## config.mk

```make
export PLATFORM = sky130hd
export DESIGN_NAME = crc64_nvme_checksum_base64_unit
export DESIGN_NICKNAME = d
export VERILOG_FILES = /design/src/rtl/crc64b64_pkg.sv /design/src/rtl/crc64_nvme_checksum_base64_unit.sv /design/src/rtl/crc64b64_emit.sv
export SDC_FILE = /design/constraint.sdc
export NUM_CORES = 1
export LEC_CHECK = 0
export BUFFER_PORTS_ARGS = -buffer_cell sky130_fd_sc_hd__buf_2
export CORE_ASPECT_RATIO = 1.2
export CORE_MARGIN = 4
export CORE_UTILIZATION = 45
export DETAILED_ROUTE_END_ITERATION = 6
export GPL_TIMING_DRIVEN = 1
export HOLD_SLACK_MARGIN = 0.12
export SYNTH_ARGS = -nofsm -noshare
export SYNTH_HDL_FRONTEND = slang
export SYNTH_SLANG_ARGS = --single-unit
```

## constraint.sdc

```tcl
create_clock -name clk -period 6.5 [get_ports clk]
set_input_delay 0.65 -clock clk [delete_from_list [all_inputs] [get_ports clk]]
set_output_delay 0.65 -clock clk [all_outputs]
set_load 0.02 [all_outputs]
```

## src/rtl/crc64b64_pkg.sv

```systemverilog
// crc64b64_pkg: types, constants and helper functions for the crc-64/nvme base64 unit
// no dependencies; imported by every module under rtl

package crc64b64_pkg;

  localparam logic [63:0] CRC_INIT      = 64'hFFFF_FFFF_FFFF_FFFF;
  localparam logic [63:0] CRC_XOROUT    = 64'hFFFF_FFFF_FFFF_FFFF;
  localparam logic [63:0] CRC_POLY_REFL = 64'h9A6C_9329_AC4B_C9B5;
  localparam int          TEXT_LEN      = 12;
  localparam logic [3:0]  POS_PAD       = 4'd11;
  localparam logic [3:0]  POS_TAIL      = 4'd10;
  localparam logic [6:0]  PAD_CHAR      = 7'h3D;

  typedef struct packed {
    logic [7:0] data_byte;
    logic       byte_valid;
    logic       end_of_message;
  } in_t;

  typedef struct packed {
    logic [6:0]  text_char;
    logic [3:0]  char_position;
    logic [63:0] checksum;
    logic        last_char;
  } out_t;

  // one byte through the reflected crc, lsb first
  function automatic logic [63:0] crc_fold(logic [63:0] crc, logic [7:0] b);
    logic [63:0] r;
    r = crc ^ {56'd0, b};
    for (int i = 0; i < 8; i++) begin
      r = r[0] ? ((r >> 1) ^ CRC_POLY_REFL) : (r >> 1);
    end
    return r;
  endfunction

  // standard base64 alphabet
  function automatic logic [6:0] b64_char(logic [5:0] v);
    logic [6:0] c;
    if (v < 6'd26) begin
      c = 7'd65 + {1'b0, v};
    end else if (v < 6'd52) begin
      c = 7'd71 + {1'b0, v};
    end else if (v < 6'd62) begin
      c = {1'b0, v} - 7'd4;
    end else if (v == 6'd62) begin
      c = 7'd43;
    end else begin
      c = 7'd47;
    end
    return c;
  endfunction

  // character at a text position of the big-endian digest
  function automatic logic [6:0] text_at(logic [63:0] d, logic [3:0] pos);
    logic [5:0] s;
    logic [6:0] c;
    s = 6'd0;
    case (pos)
      4'd0:    s = d[63:58];
      4'd1:    s = d[57:52];
      4'd2:    s = d[51:46];
      4'd3:    s = d[45:40];
      4'd4:    s = d[39:34];
      4'd5:    s = d[33:28];
      4'd6:    s = d[27:22];
      4'd7:    s = d[21:16];
      4'd8:    s = d[15:10];
      4'd9:    s = d[9:4];
      POS_TAIL: s = {d[3:0], 2'b00};
      default: s = 6'd0;
    endcase
    c = (pos == POS_PAD) ? PAD_CHAR : b64_char(s);
    return c;
  endfunction

endpackage

```

## src/rtl/crc64_nvme_checksum_base64_unit.sv

```systemverilog
// crc64_nvme_checksum_base64_unit: top level of the crc-64/nvme checksum with base64 text
// depends on crc64b64_pkg and crc64b64_emit

// Message bytes go in one per cycle while item_stall is low; each accepted
// byte is folded into the crc register in the same cycle. An item with
// end_of_message closes the message: its digest (after any byte it carries)
// leaves as 12 transactions, one base64 character each, positions 0 to 11,
// the last being '='. The characters go out one at a time through the single
// character output register; one further digest is held while the current one
// is sent, and the input is stalled only while that holding slot is occupied.

module crc64_nvme_checksum_base64_unit (
  input  logic               clk,
  input  logic               rst,
  input  logic               item_valid,
  output logic               item_stall,
  input  crc64b64_pkg::in_t  item,
  output logic               result_valid,
  input  logic               result_stall,
  output crc64b64_pkg::out_t result
);
  import crc64b64_pkg::*;

  logic [63:0] crc, crc_next;
  logic [63:0] folded;
  logic        accept;
  logic        space;
  logic        load;

  assign item_stall = !space;
  assign accept     = item_valid && !item_stall;
  assign folded     = item.byte_valid ? crc_fold(crc, item.data_byte) : crc;
  assign load       = accept && item.end_of_message;

  always_comb begin
    crc_next = crc;
    if (accept) begin
      crc_next = item.end_of_message ? CRC_INIT : folded;
    end
  end

  always_ff @(posedge clk) begin
    if (rst) begin
      crc <= CRC_INIT;
    end else begin
      crc <= crc_next;
    end
  end

  crc64b64_emit u_emit (
    .clk          (clk),
    .rst          (rst),
    .load         (load),
    .load_digest  (folded ^ CRC_XOROUT),
    .space        (space),
    .result_valid (result_valid),
    .result_stall (result_stall),
    .result       (result)
  );

endmodule

```

## src/rtl/crc64b64_emit.sv

```systemverilog
// crc64b64_emit: holds finished digests and sends out the 12 text characters of each
// depends on crc64b64_pkg

module crc64b64_emit (
  input  logic                clk,
  input  logic                rst,
  input  logic                load,
  input  logic [63:0]         load_digest,
  output logic                space,
  output logic                result_valid,
  input  logic                result_stall,
  output crc64b64_pkg::out_t  result
);
  import crc64b64_pkg::*;

  logic        out_valid, out_valid_next;
  logic [3:0]  out_pos, out_pos_next;
  logic [63:0] out_digest, out_digest_next;
  logic        pend_valid, pend_valid_next;
  logic [63:0] pend_digest, pend_digest_next;
  logic        take, finish, free;

  assign take   = out_valid && !result_stall;
  assign finish = take && (out_pos == POS_PAD);
  assign free   = !out_valid || finish;

  always_comb begin
    out_valid_next   = out_valid;
    out_pos_next     = out_pos;
    out_digest_next  = out_digest;
    pend_valid_next  = pend_valid;
    pend_digest_next = pend_digest;
    if (take && !finish) begin
      out_pos_next = out_pos + 4'd1;
    end
    if (free) begin
      out_pos_next = 4'd0;
      if (pend_valid) begin
        out_valid_next  = 1'b1;
        out_digest_next = pend_digest;
        pend_valid_next = 1'b0;
      end else if (load) begin
        out_valid_next  = 1'b1;
        out_digest_next = load_digest;
      end else begin
        out_valid_next = 1'b0;
      end
    end
    // a load only arrives while the holding slot is empty
    if (load && !(free && !pend_valid)) begin
      pend_valid_next  = 1'b1;
      pend_digest_next = load_digest;
    end
  end

  always_ff @(posedge clk) begin
    if (rst) begin
      out_valid  <= 1'b0;
      out_pos    <= 4'd0;
      pend_valid <= 1'b0;
    end else begin
      out_valid  <= out_valid_next;
      out_pos    <= out_pos_next;
      pend_valid <= pend_valid_next;
    end
    out_digest  <= out_digest_next;
    pend_digest <= pend_digest_next;
  end

  assign space        = !pend_valid;
  assign result_valid = out_valid;

  always_comb begin
    result.text_char     = text_at(out_digest, out_pos);
    result.char_position = out_pos;
    result.checksum      = out_digest;
    result.last_char     = (out_pos == POS_PAD);
  end

endmodule

```

==> results.ini <==
[run_status]
status = complete, no violations

[timing]
tightest_slew_ns = 0.9799
period_needed_ns = 4.871
drv_slew = 0
report.final.setup_viol = 0
skew_ns = 0.01934
min_period_over_period = 0.7493
slew_headroom = 0.3467
holdWs_ns = 0.5007
rsz0062_at_grt = no
setup_tns_ns = 0
fin_ws_ns = 1.629
finalHoldViolations = 0
fmax_ghz = 0.2053

[synthesis]
yosysSeqAreaShare = 0.5272
avgSynthCellArea_sq_um = 11.99
synth_edf_count = 128
synth_top_cell_by_area = edfxtp_1
synth.distinct_cells = 50
synth-seq-cells = 198
ys.flop_type = edfxtp_1
ys_async_sr_fraction = 0
synth_area_leaders = edfxtp_1, dfxtp_1, xnor2_1
yosysMostFrequentCell = edfxtp_1
synth_common_cells = edfxtp_1, xnor2_1, nand2_1
synth_cells = 830
yosysWarnings = 0
synth_top_cell_area_share = 0.3864
syn_nets = 853
netlist_area_sq_um = 9948

[final_layout]
nNetsFinal = 927
final_layout_size_suffix_gt1_frac = 0.2432
syn2layout_area_growth_pct = 13.52
antenna_cells = 0

[clocking]
cts_tree = done
holdBufCountCts = 0
cts_buffer_depth = 2
insertion_delay_ns = 0.44
clk_pin_slew_ns = 0.08
cts_resized = 0
cts_root_buffer = clkbuf_16
numCtsBuffers = 17
htree_levels = 4
cts_post_setup_buffers_inserted = 0
cts_sinks = 198

[pwr]
combPwrFrac = 0.470
p_int_uw = 3296
powerDensity_nw_per_um2 = 486.8
p_clk_frac = 0.197
switching_power_uw = 2201
worst_ir_drop_vdd_v = 0.0001980
swShare = 0.4004
power.static_leakage_uw = 0.004296
power.share.sequential = 0.334

[critical_path]
cp.buffers_inverters = 4
cp_data_arrival_time_ns = 4.22
cp.required_ns = 5.85
cp_slowest_cell = a211oi_1
cp_max_fo = 16
critical_path.max_stage_delay_ns = 0.68
cp-end-kind = primary output
crit_type = register to primary output
crit_path_cell_trace = inv_1, ha_1, a222oi_1, nor2_1, a211oi_1, inv_1, ha_1, a211oi_1, o31ai_1, buf_4, nor2b_1, o31ai_1, a31o_2, buf_2
r2r_slack_ns = 2.63
start_kind = register
critPathTopFamily = compound AO/OA/AOI/OAI gates

[die]
io_pins = 92
fp.dieArea_sq_um = 24560
die_h_um = 170.9
rows = 59
dieWidth_um = 143.7
core_sq_um = 21700
initial_core_util = 0.4584

[worst_hold_path]
hp-class = register to register

[grt]
grt_pass1_vias = 6501
antenna_found_initial = 0
grt_max_degree = 73
grt.total_usage = 0.2283
gr-total-overflow = 0
grt_pass1_wl_um = 41480

[routing]
drc = 0
drt_wl_total_um = 27540
dr.pass1.iters = 5
vias = 6674
routedWlPerCell_um = 23.13
drt-initial-drc-count = 523
viasPerCell = 5.604
ant_nets = 0

[place]
dp_slack_ns = 2.131
dp_hpwl_um = 19930
port_buffers = 91
routabilityCongestion = 0.8854

[flow_run]
drv_cap = 0

power by group through the flow:
stage | Clock [uW] | Sequential (uW) | Combinational (uW)
global route | 1160 | 1850 | 2780
CTS | 1100 | 1840 | 2580
floorplan | 0 | 1920 | 1740
detailed placement | 0 | 1860 | 2550
global placement | 0 | 1860 | 2560
finish | 1080 | 1830 | 2580
metrics by stage:
| step | total power [uW] | area (sq um) | std cells | util |
|---|---|---|---|---|
| 2_1_floorplan | 3658 | 9948 | 830 | - |
| 3_3_place_gp | 4417 | 10680 | 1159 | 0.4921 |
| 3_5_place_dp | 4419 | 10680 | 1159 | 0.4921 |
| 4_1_cts | 5510 | 11290 | 1191 | 0.5204 |
| 5_1_grt | 5784 | 11290 | 1191 | 0.5204 |
| 6_report | 5497 | 11290 | 1191 | 0.5204 |
worst register-to-register path, cell delays in order, from the launching register on:
cell and delay (ns):
dfxtp_1 0.46, ha_1 0.61, nand2_1 0.38, o21ai_0 0.60
inv_1 0.19, nor2_4 0.72, buf_4 0.54
final timing paths:
check                                       start                    end  cells after the start
worst max register to register  u_emit.out_pos[0]  u_emit.out_digest[50]                      6
worst min-delay path                      crc[15]                crc[15]                      2
worst min register to register            crc[15]                crc[15]                      2
worst max-delay path            u_emit.out_pos[0]             result[74]                     14
registers in the layout, summed over array words and instances (netlist names):
signal               cells
crc                     64
u_emit.pend_digest      64
u_emit.result_valid      1
u_emit.pend_valid        1
u_emit.out_pos           4
u_emit.out_digest       64
layout by cell type, fill, tap and decap left out, types with 21 or more instances in the layout:
cell and count:
nand2_1 95, a21oi_1 33, mux2i_1 50, buf_2 90
mux2_2 60, nand3_1 23, o21ai_0 21, edfxtp_1 128
o211ai_1 33, nor3_1 22, xnor2_1 105, dfxtp_1 69
layer usage:
layer	track usage	vias up	wire length, um	part of all wire
met1	0.3205	3242	12200	0.44
met3	0.03495	42	1676	0.061
met4	0.07371	0	696	0.025
li1	-	3158	-	-
met5	0	-	0	0
met2	0.3652	232	12970	0.47
final cells by class:
cell class,count,area (sq um)
flip-flops and latches,198,5246
clock inverters,15,187.7
fillers,1982,10410
clock buffers,17,425.4
well taps,274,342.8
repair buffers,102,540.5
multi-input cells,569,4491
inverters,16,60.06
logic make-up (layout without fill, tap and decap cells):
| family | Yosys count | count (layout) | synth area share |
|---|---|---|---|
| flops | 198 | 198 | 0.5272 |
| simple gates | 178 | 178 | 0.07798 |
| compound gates | 134 | 134 | 0.08917 |
| xor+xnor | 132 | 132 | 0.1446 |
| mux | 116 | 116 | 0.1253 |
| buf+inv | 63 | 150 | 0.02440 |
| fa+ha+maj | 9 | 9 | 0.01132 |
No activity file was read; power rests on OpenSTA's default activity.
